[src/rtl/core/aifp_pkg.sv]
`default_nettype none

package aifp_pkg;

    localparam int CNT_W = 11;
    localparam logic [CNT_W-1:0] MAX_FIELD_CHARS = 11'd1024;

    // base codes
    localparam logic [2:0] B_AUTO = 3'd0;
    localparam logic [2:0] B_BIN  = 3'd1;
    localparam logic [2:0] B_OCT  = 3'd2;
    localparam logic [2:0] B_DEC  = 3'd3;
    localparam logic [2:0] B_HEX  = 3'd4;

    // status codes
    localparam logic [1:0] ST_OK    = 2'd0;
    localparam logic [1:0] ST_NODIG = 2'd1;
    localparam logic [1:0] ST_EMPTY = 2'd2;

    // result sizes
    localparam logic [1:0] SZ_8  = 2'd0;
    localparam logic [1:0] SZ_16 = 2'd1;
    localparam logic [1:0] SZ_32 = 2'd2;
    localparam logic [1:0] SZ_64 = 2'd3;

    // config register indexes
    localparam logic [1:0] R_BASE_MODE   = 2'd0;
    localparam logic [1:0] R_MAX_CHARS   = 2'd1;
    localparam logic [1:0] R_UNSIGNED    = 2'd2;
    localparam logic [1:0] R_RESULT_SIZE = 2'd3;

    typedef struct packed {
        logic       kind;
        logic [7:0] char_code;
    } in_word_t;

    typedef struct packed {
        logic [63:0]      value;
        logic [1:0]       status;
        logic             pushed_back;
        logic [CNT_W-1:0] chars_used;
    } res_word_t;

    typedef struct packed {
        logic [2:0]       base_mode;
        logic [CNT_W-1:0] max_chars;
        logic             unsigned_result;
        logic [1:0]       result_size;
    } cfg_t;

    // classified character
    typedef struct packed {
        logic       is_end;
        logic       is_sign;
        logic       is_minus;
        logic       is_x;
        logic       is_b;
        logic       is_zero;
        logic       digit_ok;
        logic [3:0] digit;
    } cls_t;

    // unshaped result
    typedef struct packed {
        logic [63:0]      acc;
        logic             neg;
        logic [1:0]       status;
        logic             pushed;
        logic [CNT_W-1:0] used;
    } raw_t;

endpackage

`default_nettype wire

[src/rtl/core/ascii_integer_field_parser_core.sv]
`default_nettype none

// channel   | handshake          | word
// ----------+--------------------+-------------------------------------------
// item      | push / full        | kind, char_code
// result    | empty / pop        | value, status, pushed_back, chars_used
// config    | cfg_wr, cfg_addr   | cfg_data (base_mode, max_chars, unsigned,
//           |                    | result_size), no read-back
//
// One character per cycle unless 2 results wait; a word is classified into a
// 2-deep queue and the parser state takes one word per cycle, so the result for
// a field's end word is written into the result queue behind the result port.
// Reset clears both queues and the field state; config resets to decimal,
// 1024 chars, signed, 32-bit. The parser stalls only when 2 results wait.

module ascii_integer_field_parser_core (
    input  wire logic                  clk,
    input  wire logic                  rst_n,
    input  wire logic                  push,
    output logic                       full,
    input  wire aifp_pkg::in_word_t    item,
    output logic                       empty,
    input  wire logic                  pop,
    output aifp_pkg::res_word_t        result,
    input  wire logic                  cfg_wr,
    input  wire logic [1:0]            cfg_addr,
    input  wire logic [aifp_pkg::CNT_W-1:0] cfg_data
);
    import aifp_pkg::*;

    cfg_t cfg_reg;
    logic cls_valid, cls_take;
    cls_t cls_head;

    always_ff @(posedge clk or negedge rst_n)
    begin
        if (!rst_n)
        begin
            cfg_reg.base_mode       <= B_DEC;
            cfg_reg.max_chars       <= MAX_FIELD_CHARS;
            cfg_reg.unsigned_result <= 1'b0;
            cfg_reg.result_size     <= SZ_32;
        end
        else if (cfg_wr)
        begin
            unique case (cfg_addr)
                R_BASE_MODE:   cfg_reg.base_mode       <= cfg_data[2:0];
                R_MAX_CHARS:   cfg_reg.max_chars       <= cfg_data;
                R_UNSIGNED:    cfg_reg.unsigned_result <= cfg_data[0];
                R_RESULT_SIZE: cfg_reg.result_size     <= cfg_data[1:0];
                default:       cfg_reg                 <= cfg_reg;
            endcase
        end
    end

    aifp_front u_front (
        .clk       (clk),
        .rst_n     (rst_n),
        .push      (push),
        .full      (full),
        .item      (item),
        .cls_valid (cls_valid),
        .cls_head  (cls_head),
        .cls_take  (cls_take)
    );

    aifp_back u_back (
        .clk       (clk),
        .rst_n     (rst_n),
        .cfg       (cfg_reg),
        .cls_valid (cls_valid),
        .cls_head  (cls_head),
        .cls_take  (cls_take),
        .empty     (empty),
        .pop       (pop),
        .result    (result)
    );

endmodule

`default_nettype wire

[src/rtl/core/aifp_front.sv]
`default_nettype none

module aifp_front (
    input  wire logic             clk,
    input  wire logic             rst_n,
    input  wire logic             push,
    output logic                  full,
    input  wire aifp_pkg::in_word_t item,
    output logic                  cls_valid,
    output aifp_pkg::cls_t        cls_head,
    input  wire logic             cls_take
);
    import aifp_pkg::*;

    cls_t       q_reg [2];
    logic       wp_reg, rp_reg;
    logic [1:0] cnt_reg, cnt_next;
    cls_t       cls;
    logic [7:0] ch;
    logic [3:0] hexv;
    logic       wr, rd;

    always_comb
    begin
        ch   = item.char_code;
        cls  = '0;
        hexv = 4'd0;
        if (item.kind)
        begin
            cls.is_end = 1'b1;
        end
        else
        begin
            cls.is_sign  = (ch == 8'h2B) || (ch == 8'h2D);
            cls.is_minus = (ch == 8'h2D);
            cls.is_x     = (ch == 8'h78) || (ch == 8'h58);
            cls.is_b     = (ch == 8'h62) || (ch == 8'h42);
            cls.is_zero  = (ch == 8'h30);
            if (ch >= 8'h30 && ch <= 8'h39)
            begin
                cls.digit_ok = 1'b1;
                hexv         = 4'(ch - 8'h30);
            end
            else if (ch >= 8'h61 && ch <= 8'h66)
            begin
                cls.digit_ok = 1'b1;
                hexv         = 4'(ch - 8'h57);
            end
            else if (ch >= 8'h41 && ch <= 8'h46)
            begin
                cls.digit_ok = 1'b1;
                hexv         = 4'(ch - 8'h37);
            end
            cls.digit = hexv;
        end
    end

    assign full      = (cnt_reg == 2'd2);
    assign wr        = push && !full;
    assign cls_valid = (cnt_reg != 2'd0);
    assign rd        = cls_take && cls_valid;
    assign cls_head  = q_reg[rp_reg];

    always_comb
    begin
        cnt_next = cnt_reg;
        if (wr && !rd)
        begin
            cnt_next = cnt_reg + 2'd1;
        end
        else if (rd && !wr)
        begin
            cnt_next = cnt_reg - 2'd1;
        end
    end

    always_ff @(posedge clk or negedge rst_n)
    begin
        if (!rst_n)
        begin
            wp_reg  <= 1'b0;
            rp_reg  <= 1'b0;
            cnt_reg <= 2'd0;
        end
        else
        begin
            cnt_reg <= cnt_next;
            if (wr)
            begin
                wp_reg <= ~wp_reg;
            end
            if (rd)
            begin
                rp_reg <= ~rp_reg;
            end
        end
    end

    always_ff @(posedge clk)
    begin
        if (wr)
        begin
            q_reg[wp_reg] <= cls;
        end
    end

endmodule

`default_nettype wire

[src/rtl/core/aifp_back.sv]
`default_nettype none

module aifp_back (
    input  wire logic              clk,
    input  wire logic              rst_n,
    input  wire aifp_pkg::cfg_t    cfg,
    input  wire logic              cls_valid,
    input  wire aifp_pkg::cls_t    cls_head,
    output logic                   cls_take,
    output logic                   empty,
    input  wire logic              pop,
    output aifp_pkg::res_word_t    result
);
    import aifp_pkg::*;

    logic [63:0]      acc_reg, acc_next;
    logic             neg_reg, neg_next;
    logic             first_reg, first_next;
    logic [1:0]       pp_reg, pp_next;
    logic [2:0]       ab_reg, ab_next;
    logic [CNT_W-1:0] dc_reg, dc_next;
    logic [CNT_W-1:0] cc_reg, cc_next;

    raw_t             oq_reg [2];
    logic             owp_reg, orp_reg;
    logic [1:0]       ocnt_reg, ocnt_next;

    logic [CNT_W-1:0] limit, cc_inc;
    logic [2:0]       b, eb;
    logic [63:0]      mul;
    logic             dig_in_radix, bad, fin, opop;
    raw_t             fin_raw;
    raw_t             head;
    logic [63:0]      sv;

    always_comb
    begin
        if (cfg.max_chars == '0 || cfg.max_chars > MAX_FIELD_CHARS)
        begin
            limit = MAX_FIELD_CHARS;
        end
        else
        begin
            limit = cfg.max_chars;
        end
    end

    assign cls_take = cls_valid && (ocnt_reg != 2'd2);

    always_comb
    begin
        acc_next     = acc_reg;
        neg_next     = neg_reg;
        first_next   = first_reg;
        pp_next      = pp_reg;
        ab_next      = ab_reg;
        dc_next      = dc_reg;
        cc_next      = cc_reg;
        fin          = 1'b0;
        fin_raw      = '0;
        bad          = 1'b0;
        b            = ab_reg;
        eb           = ab_reg;
        mul          = '0;
        dig_in_radix = 1'b0;
        cc_inc       = cc_reg + CNT_W'(1);
        if (cls_take)
        begin
            if (cls_head.is_end)
            begin
                fin            = 1'b1;
                fin_raw.acc    = acc_reg;
                fin_raw.neg    = neg_reg;
                fin_raw.pushed = 1'b0;
                fin_raw.used   = cc_reg;
                if (cc_reg == '0)
                begin
                    fin_raw.status = ST_EMPTY;
                end
                else
                begin
                    fin_raw.status = (dc_reg != '0) ? ST_OK : ST_NODIG;
                end
            end
            else
            begin
                if (first_reg)
                begin
                    b = (cfg.base_mode > B_HEX) ? B_DEC : cfg.base_mode;
                end
                first_next = 1'b0;
                cc_next    = cc_inc;
                ab_next    = b;
                if (first_reg && cls_head.is_sign)
                begin
                    neg_next = cls_head.is_minus;
                end
                else if (pp_reg == 2'd1 && (b == B_AUTO || b == B_HEX) && cls_head.is_x)
                begin
                    pp_next = 2'd2;
                    ab_next = B_HEX;
                    dc_next = '0;
                end
                else if (pp_reg == 2'd1 && (b == B_AUTO || b == B_BIN) && cls_head.is_b)
                begin
                    pp_next = 2'd2;
                    ab_next = B_BIN;
                    dc_next = '0;
                end
                else if (b == B_AUTO && pp_reg == 2'd0 && cls_head.is_zero)
                begin
                    pp_next = 2'd1;
                    dc_next = dc_reg + CNT_W'(1);
                end
                else
                begin
                    if (b == B_AUTO)
                    begin
                        eb = (pp_reg == 2'd1) ? B_OCT : B_DEC;
                    end
                    else
                    begin
                        eb = b;
                    end
                    ab_next = eb;
                    unique case (eb)
                        B_BIN:
                        begin
                            dig_in_radix = cls_head.digit < 4'd2;
                            mul          = {acc_reg[62:0], 1'b0};
                        end
                        B_OCT:
                        begin
                            dig_in_radix = cls_head.digit < 4'd8;
                            mul          = {acc_reg[60:0], 3'b000};
                        end
                        B_HEX:
                        begin
                            dig_in_radix = 1'b1;
                            mul          = {acc_reg[59:0], 4'b0000};
                        end
                        default:
                        begin
                            dig_in_radix = cls_head.digit < 4'd10;
                            mul          = {acc_reg[60:0], 3'b000} + {acc_reg[62:0], 1'b0};
                        end
                    endcase
                    if (!(cls_head.digit_ok && dig_in_radix))
                    begin
                        bad = 1'b1;
                    end
                    else
                    begin
                        if (dc_reg == '0 && pp_reg == 2'd0 && cls_head.is_zero
                            && (eb == B_HEX || eb == B_BIN))
                        begin
                            pp_next = 2'd1;
                        end
                        else if (pp_reg == 2'd1)
                        begin
                            pp_next = 2'd0;
                        end
                        acc_next = mul + {60'd0, cls_head.digit};
                        dc_next  = dc_reg + CNT_W'(1);
                    end
                end
                if (bad)
                begin
                    fin            = 1'b1;
                    fin_raw.acc    = acc_reg;
                    fin_raw.neg    = neg_reg;
                    fin_raw.pushed = 1'b1;
                    fin_raw.used   = cc_reg;
                    fin_raw.status = (dc_reg != '0) ? ST_OK : ST_NODIG;
                end
                else if (cc_inc >= limit)
                begin
                    fin            = 1'b1;
                    fin_raw.acc    = acc_next;
                    fin_raw.neg    = neg_next;
                    fin_raw.pushed = 1'b0;
                    fin_raw.used   = cc_inc;
                    fin_raw.status = (dc_next != '0) ? ST_OK : ST_NODIG;
                end
            end
            if (fin)
            begin
                acc_next   = '0;
                neg_next   = 1'b0;
                first_next = 1'b1;
                pp_next    = 2'd0;
                dc_next    = '0;
                cc_next    = '0;
            end
        end
    end

    // result queue
    assign empty = (ocnt_reg == 2'd0);
    assign opop  = pop && !empty;
    assign head  = oq_reg[orp_reg];

    always_comb
    begin
        ocnt_next = ocnt_reg;
        if (fin && !opop)
        begin
            ocnt_next = ocnt_reg + 2'd1;
        end
        else if (opop && !fin)
        begin
            ocnt_next = ocnt_reg - 2'd1;
        end
    end

    always_comb
    begin
        sv = head.neg ? (64'd0 - head.acc) : head.acc;
        case (cfg.result_size)
            SZ_8:    sv = {{56{sv[7] & ~cfg.unsigned_result}}, sv[7:0]};
            SZ_16:   sv = {{48{sv[15] & ~cfg.unsigned_result}}, sv[15:0]};
            SZ_32:   sv = {{32{sv[31] & ~cfg.unsigned_result}}, sv[31:0]};
            default: sv = sv;
        endcase
        result.value       = sv;
        result.status      = head.status;
        result.pushed_back = head.pushed;
        result.chars_used  = head.used;
    end

    always_ff @(posedge clk or negedge rst_n)
    begin
        if (!rst_n)
        begin
            acc_reg   <= '0;
            neg_reg   <= 1'b0;
            first_reg <= 1'b1;
            pp_reg    <= 2'd0;
            ab_reg    <= B_DEC;
            dc_reg    <= '0;
            cc_reg    <= '0;
            owp_reg   <= 1'b0;
            orp_reg   <= 1'b0;
            ocnt_reg  <= 2'd0;
        end
        else
        begin
            acc_reg   <= acc_next;
            neg_reg   <= neg_next;
            first_reg <= first_next;
            pp_reg    <= pp_next;
            ab_reg    <= ab_next;
            dc_reg    <= dc_next;
            cc_reg    <= cc_next;
            ocnt_reg  <= ocnt_next;
            if (fin)
            begin
                owp_reg <= ~owp_reg;
            end
            if (opop)
            begin
                orp_reg <= ~orp_reg;
            end
        end
    end

    always_ff @(posedge clk)
    begin
        if (fin)
        begin
            oq_reg[owp_reg] <= fin_raw;
        end
    end

endmodule

`default_nettype wire
[config.mk]
export PLATFORM = sky130hd
export DESIGN_NAME = ascii_integer_field_parser_core
export DESIGN_NICKNAME = d
export VERILOG_FILES = /design/src/rtl/core/aifp_pkg.sv /design/src/rtl/core/ascii_integer_field_parser_core.sv /design/src/rtl/core/aifp_front.sv /design/src/rtl/core/aifp_back.sv
export SDC_FILE = /design/constraint.sdc
export NUM_CORES = 1
export LEC_CHECK = 0
export ABC_AREA = 1
export ABC_CLOCK_PERIOD_IN_PS = 7380
export BUFFER_PORTS_ARGS = -buffer_cell sky130_fd_sc_hd__buf_2
export CAP_MARGIN = 20
export CORE_ASPECT_RATIO = 0.9
export CORE_MARGIN = 2
export CORE_UTILIZATION = 47
export CTS_CLUSTER_DIAMETER = 50
export DETAILED_ROUTE_END_ITERATION = 8
export GPL_ROUTABILITY_DRIVEN = 0
export PLACE_DENSITY_LB_ADDON = 0.15
export SLEW_MARGIN = 20
export SYNTH_ARGS = -nofsm -noshare
export SYNTH_HDL_FRONTEND = slang
export SYNTH_HIERARCHICAL = 1
export SYNTH_SLANG_ARGS = --single-unit
[constraint.sdc]
create_clock -name clk -period 7.38 [get_ports clk]
set_input_delay 1.476 -clock clk [delete_from_list [all_inputs] [get_ports clk]]
set_output_delay 1.476 -clock clk [all_outputs]
set_load 0.02 [all_outputs]
==> out/qor.yml, run 1 <==
required_ns: 5.90
min_to: "u_back/ab_reg[1]"
synth-seq-cells: 298
port_buffers: 106
num_antenna_cells: 0
drc: 0
rows: 82
slew_headroom_pct: 29.1
rr_worst_depth: 24
cts_tree: "yes"
dieArea_um2: 57900
clkLatencyLatePin_ns: 0.58
start_util_pct: 47.4
synthCells: 4124
crit_type: "reg2out"
ys.warnings.count: 6
overflow: 0
tightest_slew_ns: 1.06
hold_path.class: "reg2reg"
synth_cell_types: 57
layout-drive-gt1-share_pct: 8.71
syn-cell-area_um2: 26300
grt_setup_unrepaired: "false"
synth_nets: 4239
cpMostUsedCell: "nand2_1"
synth.area.top_cells: "edfxtp_1 (21%), nand2_1 (19%), dfrtp_1 (11%), inv_1 (9.0%), nor2_1 (5.6%)"
crit_fanout: 32
dp_slack_ns: 1.88
synth_area_leader_cell: "edfxtp_1"
r2r_setup_slack_ns: 1.86
hold_start: "u_back/ab_reg[1]"
setup_viol: 0
antenna_left: 0
holdPathStages: 2
met1_length_um: 39400
dr_wl_met3_um: 7020
maxCapViolCount: 0
report.final.hold_viol_count: 0
rr_startpoint: "u_back/first_reg"
switchingPower_mw: 8.38
routedWlPerCell_um: 17.7
tns_ns: 0
grt_pass1_vias: 24300
fin_nets: 4281
setup_slack_ns: 1.20
synth_edf_count: 180
cts-root-buf: "clkbuf_16"
vdd_drop_max_v: 0.000339
drt-initial-drc-count: 2727
end_kind: "primary output"
first_pass_iters: 6
reg2reg_to: "u_back/oq_reg[0][27]"
clockBufferDepth: 3
top_layer: "met4"
post-route-period-util_pct: 83.8
core_um2: 55500
slowest_delay_ns: 0.76
power_frac_seq_pct: 23.7
outcome: "complete, no violations"
routed-wl-met2_um: 37800
detail_route.vias_per_cell: 5.44
crit_arrival_ns: 4.71
hold_buffers: 0
antenna_found_initial: 1
cts_resized: 0
synth_top_area_share_pct: 20.5
p_comb_share_pct: 65.3
cp_slowest_cell: "dfrtp_2"
die_x_um: 253
dp.final_hpwl_um: 68900
crit_family: "simple AND/OR/NAND/NOR gates"
clk_pin_slew_ns: 0.06
maxSlewViolCount: 0
grt_max_degree: 80
synthToLayoutAreaGrowth_pct: 8.18
ys.flop_type: "edfxtp_1"
cts_buffers: 31
leakagePower_nw: 13.7
swShare_pct: 56.8
seq_area_frac_synth_pct: 31.8
power_density_nw_per_um2: 518
drt-total-wl_um: 87700
synthArstFlopShare_pct: 39.6
clkPwrFrac_pct: 11.0
die-height_um: 229
largest_reg_flops: 158
finalCriticalPeriod_ns: 6.18
vias: 26900
cp_num_buf_inv: 3
fmax_mhz: 162
cts_sinks: 298
skew_ns: 0.0273
start_kind: "register"
crit_chain: "buf_4 -> nand2_1 -> o21ai_1 -> nand2_1 -> nor2_1 -> nand2_1 -> nor2_1 -> nand2_1 -> nor3_2 -> inv_1 -> nor2_2 -> nand3b_2 -> nor3_4 -> nand3_1 -> nand2_1 -> xor2_1 -> o21ai_1 -> nand3_2 -> o21ai_0 -> buf_2"
grt_first_pass_wirelength_um: 137000
postCtsSetupRepairBufs: 0
htree_levels: 1
boundaryPins: 107
grtUsageTotal_pct: 29.9
syn_area_per_cell_um2: 6.38
intPower_mw: 6.38
## kinds of logic (layout without fill, tap and decap cells)
| logic type | Yosys count | after routing | share of synthesized area, % |
|---|---|---|---|
| AND/OR/NAND/NOR | 2236 | 2236 | 36.0 |
| buffers and inverters | 773 | 840 | 11.7 |
| AO/OA/AOI/OAI | 637 | 637 | 13.2 |
| flip-flops | 298 | 298 | 31.8 |
| adder cells (fa/ha/maj) | 88 | 88 | 4.24 |
| XOR/XNOR | 75 | 75 | 2.49 |
| multiplexers | 17 | 17 | 0.646 |
## cells in the mapped netlist (all sizes together) (45+ instances only)
library cell / number
a21oi: 205
buf: 62
clkbuf: 57
dfrtp: 111
edfxtp: 180
ha: 86
inv: 653
nand2: 1382
nand3: 232
nand4: 74
nor2: 441
o21ai: 318
o22ai: 62
or2: 45
xor2: 64
## per-layer routing
layer | track usage (%) | vias up
met5 | 0 | -
met4 | 10.8 | 0
met3 | 3.41 | 166
met2 | 45.7 | 1152
met1 | 43.4 | 12300
li1 | - | 13300
## worst max path at each step
| stage | startpoint | slack (ns) | end | cells past startpoint |
|---|---|---|---|---|
| 2_1_floorplan | u_back/cc_reg[0] | 1.0 | u_back/oq_reg[1][0] | 22 |
| 3_3_place_gp | u_back/orp_reg | 1.99 | result[46] | 20 |
| 3_5_place_dp | u_back/orp_reg | 1.88 | result[48] | 20 |
| 4_1_cts | u_back/orp_reg | 1.22 | result[48] | 20 |
| 5_1_grt | u_back/orp_reg | 0.65 | result[69] | 20 |
| 6_report | u_back/orp_reg | 1.20 | result[58] | 20 |
## worst min-delay path, stage by stage, from the launching register on
cell and delay [ns]:
dfstp_2 0.37, nand2_1 0.06, nand2_1 0.05
## power groups by stage
stage                     clock, mW  sequential [mW]  combinational [mW]
after floorplan                   0             3.23                6.83
after global placement            0             3.52                9.45
after detailed placement          0             3.52                9.47
after CTS                      1.66             3.48                9.51
after global routing           1.72             3.56                10.6
final                          1.63             3.50                9.63
## final cells by class
cell class                      count  area, um^2
Clock inverter                     14         193
Sequential cell                   298        8370
Multi-Input combinational cell   3053       14900
Fill cell                        5720       27000
Clock buffer                       44         886
Timing Repair Buffer              128         698
Inverter                          654        2460
Tap cell                          756         946
## cells in the final DEF (no fill, tap or decap), types with 32 or more instances in the layout
master,count
o21ai_0,254
edfxtp_1,180
inv_1,628
clkbuf_16,32
buf_2,105
nand4_1,74
xor2_1,64
nand2_1,1356
nand3_1,223
or2_2,45
nor2_1,394
o21ai_1,52
dfrtp_1,110
ha_1,86
a21oi_1,201
o22ai_1,62
nor2_2,32
## stage by stage
step                      hold WS (ns)  total power, mW  utilization, %  instance area [um^2]  std cells
after floorplan                  0.442             10.1               -                 26300       4124
after global routing             0.509             15.9            51.3                 28500       4947
after CTS                        0.485             14.6            51.3                 28500       4947
final                            0.482             14.8            51.3                 28500       4947
after detailed placement         0.476             13.0            49.4                 27400       4889
after global placement           0.472             13.0            49.4                 27400       4889
(Power assumes the default switching activity.)
==> inputs of run 2 (changes only) <==
ABC_CLOCK_PERIOD_IN_PS = 5100   (was 7380)
clock period = 5.1 ns   (was 7.38 ns; I/O delays follow)
==> out/qor.yml, run 2 (same netlist as run 1, synthesis figures left out) <==
outcome: "complete, no violations"
core_um2: 55500  # unchanged
fmax_mhz: 204
cts_sinks: 298  # unchanged
power_density_nw_per_um2: 756  # +46%
dp_slack_ns: 0.677  # -1.20 ns
cts-root-buf: "clkbuf_16"
setup.worst_path.start: "u_back/orp_reg"
report.final.hold_viol_count: 0  # unchanged
leakagePower_nw: 14.0  # +2.3%
vdd_drop_max_v: 0.000597  # +76%
end_kind: "primary output"
num_antenna_cells: 0  # unchanged
hold_start: "u_back/ab_reg[1]"
htree_levels: 1  # unchanged
dpl-instance-area_um2: 27800  # +1.3%
mostFrequentLayoutCells: "nand2_1 (1351), inv_1 (626), nor2_1 (389)"
crit_type: "reg2out"
start_kind: "register"
vias: 27000  # +0.40%
rows: 82  # unchanged
required_ns: 4.08  # -1.82 ns
setup_slack_ns: 0.209  # -0.990 ns
fin_nets: 4333  # +1.2%
post-route-period-util_pct: 95.9
start_util_pct: 47.4  # unchanged
hold_path.class: "reg2reg"
cts_buffers: 31  # unchanged
tns_ns: 0  # unchanged
grt_max_degree: 93  # +16%
port_buffers: 106  # unchanged
final.fill_count: 5726  # +0.10%
largest_reg_flops: 158  # unchanged
routedWlPerCell_um: 17.8  # +0.51%
overflow: 0  # unchanged
skew_ns: 0.0167  # -0.0107 ns
fin_area_um2: 29000  # +2.0%
maxCapViolCount: 0  # unchanged
layout-drive-gt1-share_pct: 10.3  # +1.6 points
boundaryPins: 107  # unchanged
dieArea_um2: 57900  # unchanged
maxSlewViolCount: 0  # unchanged
detail_route.vias_per_cell: 5.41  # -0.61%
drc: 0  # unchanged
tightest_slew_ns: 1.01  # -0.0518 ns
hold_buffers: 0  # unchanged
cp-endpoint: "result[54]"
drt-total-wl_um: 89000  # +1.5%
antenna_left: 0  # unchanged
cts_tree: "yes"
crit_arrival_ns: 3.87  # -0.84 ns
layout_commonest_cell: "nand2_1"
final_core_util_pct: 52.3  # +1.0 points
rr_worst_depth: 21  # -13%
finalCriticalPeriod_ns: 4.89
reg2reg_to: "u_back/oq_reg[0][52]"
dp.final_hpwl_um: 70300  # +1.9%
clockBufferDepth: 3  # unchanged
clk_pin_slew_ns: 0.07  # about the same
first_pass_iters: 6  # unchanged
clkLatencyLatePin_ns: 0.58  # about the same
multi_input_area_um2: 15100  # +0.81%
hold_ws_ns: 0.479  # -0.00356 ns
grtUsageTotal_pct: 30.3  # +0.41 points
crit_fanout: 32  # unchanged
rr_startpoint: "u_back/first_reg"
synthToLayoutAreaGrowth_pct: 10.3
r2r_setup_slack_ns: 0.51  # -1.35 ns
drt-initial-drc-count: 3118  # +14%
slew_headroom_pct: 32.4  # +3.3 points
regArea_um2: 8370  # unchanged
grt_setup_unrepaired: "true"
die-height_um: 229  # unchanged
antenna_found_initial: 0  # -1
setup_viol: 0  # unchanged
grt_pass1_vias: 24300  # -0.037%
die_x_um: 253  # unchanged
grt_first_pass_wirelength_um: 138000  # +0.77%
## run 2: layout make-up
class                   instances  area share (%)
inverters                     654            8.47
repair inverters                1          0.0259
clock inverters                18           0.711
repair buffers                179            4.08
multi-input cells            3053            51.8
flip-flops and latches        298            28.8
well taps                     756            3.26
clock buffers                  38            2.80
## run 2: critical path, stage by stage (launching register included)
cell        delay, ns
dfrtp_2          0.44
clkinvlp_4       0.16
buf_4            0.17
or2_2            0.26
o21ai_0          0.15
inv_1            0.13
nor2_1           0.17
nand3_1          0.14
nor2_4           0.19
nand3b_4         0.13
nor3_4           0.26
nand3_1          0.16
nand2_1          0.11
xor2_1           0.18
o21ai_2          0.08
nand3_2          0.09
buf_12           0.17
o21ai_0          0.13
buf_2            0.18
## run 2: worst min path at each step
| stage | endpoint | slack [ns] | depth (start not counted) |
|---|---|---|---|
| floorplan | cfg_reg[2] | 0.44 | 2 |
| global placement | u_back/ab_reg[1] | 0.47 | 2 |
| detailed placement | u_back/ab_reg[1] | 0.47 | 2 |
| CTS | u_back/ab_reg[1] | 0.48 | 2 |
| global route | u_back/ab_reg[1] | 0.51 | 2 |
| finish | u_back/ab_reg[1] | 0.48 | 2 |
## run 2: power breakdown
group          switching, mW  internal (mW)  total, mW
Sequential             0.900           4.10       5.00
Combinational           10.5           4.20       14.7
Clock                  0.984           1.30       2.28
## run 2: metrics by stage
| stage | instances | total power [mW] |
|---|---|---|
| after detailed placement | 4927 | 19.3 |
| final | 4997 | 21.9 |
| after floorplan | 4124 | 14.5 |
| after global routing | 4997 | 23.5 |
| after global placement | 4927 | 19.2 |
| after CTS | 4983 | 21.6 |
## run 2: repair_timing
item | 4_1_cts | 5_1_grt
buffers inserted | 0 | 13
endpoints found under the setup margin | 0 | 32
resized for setup | 0 | 43
## run 2: metal layers
metal	wire length, um	global-route usage [%]	up-vias
met5	0	0	-
met4	3820	10.4	0
met3	6920	3.33	171
met2	38600	47.0	1134
met1	39700	43.7	12300
li1	-	-	13400
